**src/hw/rtl/swfr_pkg.sv**
```systemverilog
package swfr_pkg;

  // Frame layout
  localparam int MAX_PAYLOAD  = 1024;
  localparam int HEADER_BYTES = 9;
  localparam int CHECK_BYTES  = 4;
  localparam int MIN_LEN      = HEADER_BYTES + CHECK_BYTES;
  localparam int POS_W        = 11;
  localparam int POS_MAX      = (1 << POS_W) - 1;

  // Reflected CRC-32
  localparam logic [31:0] CRC_POLY = 32'hEDB88320;
  localparam logic [31:0] CRC_INIT = 32'hFFFFFFFF;

  // Result queue
  localparam int FIFO_DEPTH = 8;
  localparam int FIFO_AW    = $clog2(FIFO_DEPTH);
  // Room left for the request in the input stage and the one being taken
  localparam int FIFO_ROOM  = FIFO_DEPTH - 4;

  // Result kinds
  localparam logic KIND_PAYLOAD = 1'b0;
  localparam logic KIND_VERDICT = 1'b1;

  typedef struct packed {
    logic             kind;
    logic [7:0]       payload_byte;
    logic [7:0]       ack_seq;
    logic             crc_ok;
    logic             accepted;
    logic [POS_W-1:0] payload_len;
    logic             frame_bad;
    logic             transfer_done;
    logic             last;
  } result_t;

  // Results produced by one byte, r0 first
  typedef struct packed {
    logic [1:0] cnt;
    result_t    r0;
    result_t    r1;
  } push_t;

  // One byte through the reflected CRC, eight shift steps
  function automatic logic [31:0] crc_byte(input logic [31:0] c, input logic [7:0] b);
    logic [31:0] v;
    v = c ^ {24'd0, b};
    for (int k = 0; k < 8; k++) begin
      v = v[0] ? ((v >> 1) ^ CRC_POLY) : (v >> 1);
    end
    return v;
  endfunction

endpackage

```
**src/hw/rtl/swfr_core.sv**
```systemverilog
module swfr_core (
  input  logic           clk,
  input  logic           rst_n,
  input  logic           in_acc,
  input  logic [7:0]     in_byte,
  input  logic           in_end,
  output swfr_pkg::push_t push
);
  import swfr_pkg::*;

  // Input stage
  logic             stg_valid_r;
  logic [7:0]       stg_byte_r;
  logic             stg_end_r;

  // Frame state
  logic [7:0]       exp_r, exp_nxt;
  logic [7:0]       fseq_r, fseq_nxt;
  logic [31:0]      crc_r, crc_nxt;
  logic [POS_W-1:0] pos_r, pos_nxt;
  logic [7:0]       tail_r [CHECK_BYTES];
  logic [7:0]       tail_nxt [CHECK_BYTES];

  logic [31:0]      crc_upd;
  logic [POS_W-1:0] pos_inc;
  logic [POS_W-1:0] plen_raw;
  logic [POS_W-1:0] plen;
  logic [31:0]      word;
  logic             emit_pl;
  logic             crc_ok;
  logic             runt;
  logic             oversize;
  logic             bad;
  logic             acc;
  result_t          pl_res;
  result_t          vd_res;

  always_ff @(posedge clk) begin
    if (!rst_n) begin
      stg_valid_r <= 1'b0;
    end else begin
      stg_valid_r <= in_acc;
    end
  end

  always_ff @(posedge clk) begin
    if (in_acc) begin
      stg_byte_r <= in_byte;
      stg_end_r  <= in_end;
    end
  end

  // Frame processing for the staged byte
  always_comb begin
    fseq_nxt = (pos_r == '0) ? stg_byte_r : fseq_r;
    crc_upd  = (pos_r >= POS_W'(CHECK_BYTES)) ? crc_byte(crc_r, tail_r[0]) : crc_r;
    emit_pl  = (pos_r >= POS_W'(MIN_LEN)) && (pos_r < POS_W'(MIN_LEN + MAX_PAYLOAD));
    pos_inc  = (pos_r != POS_W'(POS_MAX)) ? pos_r + POS_W'(1) : pos_r;

    // check word: last four bytes, little-endian
    word     = {stg_byte_r, tail_r[3], tail_r[2], tail_r[1]};
    crc_ok   = (pos_inc >= POS_W'(CHECK_BYTES)) && ((crc_upd ^ CRC_INIT) == word);
    runt     = pos_inc < POS_W'(MIN_LEN);
    plen_raw = runt ? '0 : pos_inc - POS_W'(MIN_LEN);
    oversize = plen_raw > POS_W'(MAX_PAYLOAD);
    plen     = oversize ? POS_W'(MAX_PAYLOAD) : plen_raw;
    bad      = runt || oversize;
    acc      = crc_ok && !bad && (fseq_nxt == exp_r);

    pl_res              = '0;
    pl_res.kind         = KIND_PAYLOAD;
    pl_res.payload_byte = tail_r[0];
    pl_res.last         = !stg_end_r;

    vd_res               = '0;
    vd_res.kind          = KIND_VERDICT;
    vd_res.ack_seq       = acc ? fseq_nxt + 8'd1 : exp_r;
    vd_res.crc_ok        = crc_ok;
    vd_res.accepted      = acc;
    vd_res.payload_len   = plen;
    vd_res.frame_bad     = bad;
    vd_res.transfer_done = acc && (plen < POS_W'(MAX_PAYLOAD));
    vd_res.last          = 1'b1;

    push = '0;
    if (stg_valid_r) begin
      if (emit_pl) begin
        push.r0  = pl_res;
        push.r1  = vd_res;
        push.cnt = stg_end_r ? 2'd2 : 2'd1;
      end else begin
        push.r0  = vd_res;
        push.cnt = stg_end_r ? 2'd1 : 2'd0;
      end
    end

    // state update, frame end returns to the idle frame
    exp_nxt = exp_r;
    crc_nxt = crc_r;
    pos_nxt = pos_r;
    for (int i = 0; i < CHECK_BYTES; i++) begin
      tail_nxt[i] = tail_r[i];
    end
    if (stg_valid_r) begin
      if (stg_end_r) begin
        exp_nxt = vd_res.ack_seq;
        crc_nxt = CRC_INIT;
        pos_nxt = '0;
        for (int i = 0; i < CHECK_BYTES; i++) begin
          tail_nxt[i] = 8'd0;
        end
      end else begin
        crc_nxt = crc_upd;
        pos_nxt = pos_inc;
        for (int i = 0; i < CHECK_BYTES - 1; i++) begin
          tail_nxt[i] = tail_r[i+1];
        end
        tail_nxt[CHECK_BYTES-1] = stg_byte_r;
      end
    end
  end

  always_ff @(posedge clk) begin
    if (!rst_n) begin
      exp_r  <= 8'd0;
      fseq_r <= 8'd0;
      crc_r  <= CRC_INIT;
      pos_r  <= '0;
      for (int i = 0; i < CHECK_BYTES; i++) begin
        tail_r[i] <= 8'd0;
      end
    end else begin
      exp_r <= exp_nxt;
      crc_r <= crc_nxt;
      pos_r <= pos_nxt;
      if (stg_valid_r) begin
        fseq_r <= fseq_nxt;
      end
      for (int i = 0; i < CHECK_BYTES; i++) begin
        tail_r[i] <= tail_nxt[i];
      end
    end
  end

  // Expected sequence moves only on a frame end
  a_exp_on_end: assert property (@(posedge clk) disable iff (!rst_n)
    (exp_r != $past(exp_r)) |-> $past(stg_valid_r && stg_end_r))
    else $error("expected sequence changed outside a frame end");

  // A frame end leaves a cleared frame
  a_clear_after_end: assert property (@(posedge clk) disable iff (!rst_n)
    (stg_valid_r && stg_end_r) |=> (pos_r == '0) && (crc_r == CRC_INIT))
    else $error("frame state not cleared after frame end");

  // Two results only as payload then verdict
  a_pair_order: assert property (@(posedge clk) disable iff (!rst_n)
    (push.cnt == 2'd2) |-> (push.r0.kind == KIND_PAYLOAD) && (push.r1.kind == KIND_VERDICT))
    else $error("result pair out of order");

endmodule

```
**src/hw/rtl/swfr_out_fifo.sv**
```systemverilog
module swfr_out_fifo (
  input  logic              clk,
  input  logic              rst_n,
  input  swfr_pkg::push_t   push,
  output logic              room,
  output logic              out_valid,
  output swfr_pkg::result_t out_res,
  input  logic              out_ready
);
  import swfr_pkg::*;

  result_t            mem_r [FIFO_DEPTH];
  logic [FIFO_AW-1:0] wr_ptr_r, wr_ptr_nxt;
  logic [FIFO_AW-1:0] rd_ptr_r, rd_ptr_nxt;
  logic [FIFO_AW:0]   count_r, count_nxt;
  logic               pop;
  logic [FIFO_AW-1:0] wr_ptr_p1;

  assign out_valid = (count_r != '0);
  assign out_res   = mem_r[rd_ptr_r];
  assign room      = (count_r <= (FIFO_AW+1)'(FIFO_ROOM));
  assign pop       = out_valid && out_ready;
  assign wr_ptr_p1 = wr_ptr_r + FIFO_AW'(1);

  // Pointer and fill bookkeeping
  always_comb begin
    wr_ptr_nxt = wr_ptr_r + FIFO_AW'(push.cnt);
    rd_ptr_nxt = pop ? rd_ptr_r + FIFO_AW'(1) : rd_ptr_r;
    count_nxt  = count_r + (FIFO_AW+1)'(push.cnt) - (FIFO_AW+1)'(pop);
  end

  always_ff @(posedge clk) begin
    if (!rst_n) begin
      wr_ptr_r <= '0;
      rd_ptr_r <= '0;
      count_r  <= '0;
    end else begin
      wr_ptr_r <= wr_ptr_nxt;
      rd_ptr_r <= rd_ptr_nxt;
      count_r  <= count_nxt;
    end
  end

  // Storage, up to two writes a cycle
  always_ff @(posedge clk) begin
    if (push.cnt != 2'd0) begin
      mem_r[wr_ptr_r] <= push.r0;
    end
    if (push.cnt == 2'd2) begin
      mem_r[wr_ptr_p1] <= push.r1;
    end
  end

  a_no_overflow: assert property (@(posedge clk) disable iff (!rst_n)
    ((FIFO_AW+2)'(count_r) + (FIFO_AW+2)'(push.cnt)) <=
      (FIFO_AW+2)'(FIFO_DEPTH) + (FIFO_AW+2)'(pop))
    else $error("result queue overflow");

  a_count_range: assert property (@(posedge clk) disable iff (!rst_n)
    count_r <= (FIFO_AW+1)'(FIFO_DEPTH))
    else $error("result queue count out of range");

  a_pop_moves_ptr: assert property (@(posedge clk) disable iff (!rst_n)
    pop |=> (rd_ptr_r == $past(rd_ptr_r) + FIFO_AW'(1)))
    else $error("read pointer did not advance on pop");

endmodule

```
**src/hw/rtl/stop_and_wait_frame_receiver.sv**
```systemverilog
// Path: a byte's results pass the input stage register and then the result queue before they are offered.
// Throughput: one byte per cycle while in_tready is high; a frame-end byte with a payload byte yields two results,
//   which drain one per cycle while out_tready is high, through an eight-entry result queue.
// in_tready drops while the queue holds more than four results.
// Reset: synchronous, active low; clears sequence, CRC, byte count, delay line and queue.
module stop_and_wait_frame_receiver (
  input  logic        clk,
  input  logic        rst_n,
  input  logic        in_tvalid,
  output logic        in_tready,
  input  logic [7:0]  in_tdata,   // [7:0] data_byte
  input  logic        in_tlast,   // frame_end
  output logic        out_tvalid,
  input  logic        out_tready,
  output logic [31:0] out_tdata,  // [7:0] payload_byte, [15:8] ack_seq, [16] crc_ok,
                                  // [17] accepted, [28:18] payload_len, [29] frame_bad,
                                  // [30] transfer_done, [31] zero
  output logic        out_tuser,  // kind
  output logic        out_tlast   // last
);
  import swfr_pkg::*;

  push_t   push;
  result_t res;
  logic    room;
  logic    in_acc;

  assign in_tready = room;
  assign in_acc    = in_tvalid && in_tready;

  swfr_core u_core (
    .clk     (clk),
    .rst_n   (rst_n),
    .in_acc  (in_acc),
    .in_byte (in_tdata),
    .in_end  (in_tlast),
    .push    (push)
  );

  swfr_out_fifo u_fifo (
    .clk       (clk),
    .rst_n     (rst_n),
    .push      (push),
    .room      (room),
    .out_valid (out_tvalid),
    .out_res   (res),
    .out_ready (out_tready)
  );

  // Pack the result fields
  assign out_tdata = {1'b0, res.transfer_done, res.frame_bad, res.payload_len,
                      res.accepted, res.crc_ok, res.ack_seq, res.payload_byte};
  assign out_tuser = res.kind;
  assign out_tlast = res.last;

endmodule

```
**config.mk**
```make
export PLATFORM = sky130hd
export DESIGN_NAME = stop_and_wait_frame_receiver
export DESIGN_NICKNAME = d
export VERILOG_FILES = /design/src/hw/rtl/swfr_pkg.sv /design/src/hw/rtl/swfr_core.sv /design/src/hw/rtl/swfr_out_fifo.sv /design/src/hw/rtl/stop_and_wait_frame_receiver.sv
export SDC_FILE = /design/constraint.sdc
export NUM_CORES = 1
export LEC_CHECK = 0
export BUFFER_PORTS_ARGS = -buffer_cell sky130_fd_sc_hd__clkbuf_2
export CORE_MARGIN = 3
export CORE_UTILIZATION = 47
export DETAILED_ROUTE_END_ITERATION = 12
export PLACE_DENSITY = 0.65
export SYNTH_ARGS = -nofsm -noshare
export SYNTH_HDL_FRONTEND = slang
export SYNTH_SLANG_ARGS = --single-unit
```
**constraint.sdc**
```tcl
create_clock -name clk -period 3.9 [get_ports clk]
set_clock_uncertainty 0.05 [all_clocks]
set_input_delay 0.195 -clock clk [delete_from_list [all_inputs] [get_ports clk]]
set_output_delay 0.195 -clock clk [all_outputs]
set_load 0.01 [all_outputs]
```
==> qor.txt <==
status = finished, final reports clean
total power divided by cell area = 451 mW/mm^2
Port Buffers = 47
Via-to-Cell Ratio = 5.72
DR WL/cell = 21.2 um
pin count of the biggest net entering global routing = 84
first-pass GRT wire length = 79800 um
FF-to-FF Start = u_core.tail_r[0][4]$_SDFFE_PN0P_
CP required = 4.16 ns
Worst path depth = 12
CP endpoint = u_fifo.mem_r[2][16]$_DFFE_PP_
Main synth FF type = edfxtp_1
number of flops mapped to enable cells by yosys = 209
register-to-register setup slack = 0.12 ns
Worst-path clk slew = 0.06 ns
Fmax = 265 MHz
Placeable Area = 0.0400 mm^2
relative slew slack = 0.278
cell count after placement = 2317
cell family with most CP delay = XOR/XNOR gates
Tmin final = 3.78 ns
Final Hold Viols = 0
Leak Pwr = 7.93 nW
HPWL Detailed = 34700 um
Max stage delay on crit path = 0.76 ns
Die Span Y = 208 um
dpl cell area = 0.0207 mm^2
TritonCTS Sinks = 378
Worst EP arrival = 4.04 ns
H-tree Lvls = 2
Skew-Pair Late Insertion Delay = 0.57 ns
asr flop ratio synth = 0
Fillers = 3449
Starting DRT DRC Count = 1123
Max Cap Viol = 0
router iterations before antenna repair = 5
Setup crit end kind = register
Warnings, synthesis = 0
vias post-DR = 13.8k
crit path max-delay cell type = a2bb2oi_1
Worst Tran Pin Value = 1.08 ns
post-synth cell types = 75
Top cell by count, worst path = buf_4
share of cells above drive strength 1 = 0.222
Slew Limit Fails = 0
CTS tree = done
Multi-input gate area = 0.00896 mm^2
Setup CP Type = register to register
post-layout instance count excluding filler cells = 2411
GRT Overall Usage = 0.235
Mapped Cells = 1727
Initial Utilization = 0.478
Layout area overhead = 17.1%
sequential fraction of the synthesis area = 0.505
Total Nets Final = 1886
num ports = 49
syn_area_per_cell = 11.1 um^2
total grt overflow = 0
Finished Cell Area = 0.0224 mm^2
clock buffer depth = 3
FP Rows = 73
Detail Route Antenna Nets = 0
clk root buf = clkbuf_16
fin crit share = 0.968
flops & latches, synth = 378
vias in the first global route = 13.7k
CP bufs+invs = 4
Cell Area, Synth = 0.0191 mm^2
reg2reg end = u_fifo.mem_r[2][16]$_DFFE_PP_
Max FO, Critical Path = 8
chip width = 208 um
Num CTS Buffers = 42
CP Launch Type = register
CP Launch Point = u_core.tail_r[0][4]$_SDFFE_PN0P_
Synth Net Count = 1759
drt drc = 0
n_diodes = 0
Sequential Area = 0.00967 mm^2
worst-path cell chain = buf_4, xor2_4, xnor3_2, buf_4, xnor3_2, a2111oi_4, buf_4, and2b_1, a2bb2oi_1, nor3_2, buf_4, mux2i_1
RePlAce Congestion = 0.918
worst reg2reg path depth = 12
initial antenna violation count = 0
routed wire length = 51200 um
HP Class = input port to register
# setup viols final = 0
die area = 0.0432 mm^2
Core Util, Final = 0.560
Max VDD drop = 0.292 mV
## cell usage after synthesis (all sizes together), types with 3 or more instances
master | count | area [um^2]
o22a | 7 | 61.3
nor3 | 47 | 250
a221oi | 3 | 26.3
nor2 | 140 | 526
and3 | 9 | 56.3
o21a | 9 | 67.6
a31o | 4 | 35.0
a31oi | 4 | 25.0
buf | 28 | 136
nand2 | 198 | 743
nand2b | 33 | 206
and2 | 22 | 138
nand3 | 26 | 130
xnor3 | 22 | 495
or3 | 3 | 18.8
o22ai | 19 | 119
o211ai | 30 | 225
clkbuf | 99 | 372
a21oi | 117 | 586
o31a | 4 | 35.0
xnor2 | 62 | 686
xor3 | 5 | 119
and4 | 4 | 35.0
nand3b | 30 | 225
o21ai | 90 | 450
or2 | 3 | 18.8
mux2 | 35 | 394
ha | 17 | 213
a211oi | 9 | 72.6
xor2 | 36 | 315
mux4 | 66 | 1490
nand4 | 24 | 150
inv | 49 | 184
o31ai | 11 | 82.6
or4 | 5 | 45.0
nor4 | 8 | 50.1
nor2b | 4 | 25.0
edfxtp | 209 | 6280
dfxtp | 169 | 3380
mux2i | 35 | 350
## metal layers
layer,up-vias,GRT usage,part of all wire
met5,-,0,0
met4,0,0.0530,0.019
met3,63,0.0405,0.060
met2,379,0.380,0.48
met1,6806,0.334,0.45
li1,6533,-,-
## worst reg2reg max path, cell delays in order, from the launching register on
cell       delay (ns)
dfxtp_1          0.38
buf_4            0.18
xor2_4           0.21
xnor3_2          0.50
buf_4            0.17
xnor3_2          0.36
a2111oi_4        0.07
buf_4            0.16
and2b_1          0.20
a2bb2oi_1        0.76
nor3_2           0.12
buf_4            0.23
mux2i_1          0.13
## sequential cells by signal (all words and copies together), names as in the netlist, named ones only
signal,count
u_core.fseq_r,8
u_core.stg_end_r,1
u_core.stg_valid_r,1
u_fifo.wr_ptr_r,3
u_core.pos_r,11
u_core.stg_byte_r,8
u_core.exp_r,8
u_fifo.count_r,4
u_core.crc_r,32
u_fifo.mem_r,264
u_fifo.rd_ptr_r,3
u_core.tail_r,32
## placed cells by master (no fill, tap or decap), types with 17 or more instances in the layout
cell type and count:
edfxtp_1 209, nand2_1 197, dfxtp_1 163, buf_4 142, nor2_1 139, a21oi_1 117
o21ai_0 89, mux4_2 66, xnor2_1 50, inv_1 47, clkbuf_2 47, clkbuf_16 43
nor3_1 41, mux2i_1 35, mux2_2 35, xor2_1 35, nand2b_1 32, o211ai_1 30
nand3b_1 30, nand3_1 25, nand4_1 24, and2_1 21, xnor3_1 20, o22ai_1 19
ha_1 17
## final cells by class
type                            instances  share of cell area
Tap cell                              525              0.0293
Timing Repair Buffer                  209              0.0707
Clock inverter                         28              0.0106
Inverter                               49             0.00838
Sequential cell                       378               0.432
Clock buffer                           48              0.0493
Multi-Input combinational cell       1174               0.400
## power by group
| part | leakage [nW] | internal [mW] | switching, mW |
|---|---|---|---|
| clock network | 0.660 | 2.24 | 1.65 |
| registers | 3.30 | 4.29 | 0.162 |
| logic | 3.96 | 0.833 | 0.934 |
## timing repair
item	in CTS	in global routing
pin swaps	3	11
hold buffers	11	0
cloned	0	1
gates resized for setup	7	23
buffers inserted	1	5
endpoints found under the hold margin	13	0
endpoints found under the setup margin	20	103
## stage by stage
stage / power, mW / setup WS, ns / setup TNS, ns / hold slack [ns]
2_1_floorplan: 5.72 / 0.00510 / 0 / 0.244
3_3_place_gp: 6.27 / -0.0866 / -0.578 / 0.322
3_5_place_dp: 6.29 / -0.132 / -0.888 / 0.324
4_1_cts: 10.2 / 0.0602 / 0 / 0.222
5_1_grt: 10.5 / -0.0261 / -0.0572 / 0.267
6_report: 10.1 / 0.124 / 0 / 0.233
## worst min path at each step
stage,to,cells past startpoint,start
after detailed placement,u_core.stg_byte_r[7]$_DFFE_PP_,1,in_tdata[7]
after global placement,u_core.stg_byte_r[2]$_DFFE_PP_,1,in_tdata[2]
after global routing,u_core.stg_byte_r[7]$_DFFE_PP_,2,in_tdata[7]
after floorplan,u_core.stg_byte_r[0]$_DFFE_PP_,0,in_tdata[0]
after CTS,u_core.exp_r[4]$_SDFFE_PN0P_,3,rst_n
final,u_core.exp_r[4]$_SDFFE_PN0P_,3,rst_n
## cell families (layout without fill, tap and decap cells)
| group | Yosys count | count (layout) | synth area share |
|---|---|---|---|
| compound gates | 328 | 328 | 0.104 |
| other cells | 1 | 1 | 0.000196 |
| simple gates | 564 | 565 | 0.140 |
| fa+ha+maj | 19 | 19 | 0.0132 |
| flops | 378 | 378 | 0.505 |
| buf+inv | 176 | 334 | 0.0362 |
| xor+xnor | 125 | 125 | 0.0845 |
| mux | 136 | 136 | 0.117 |
No activity file was read; power rests on OpenSTA's default activity.
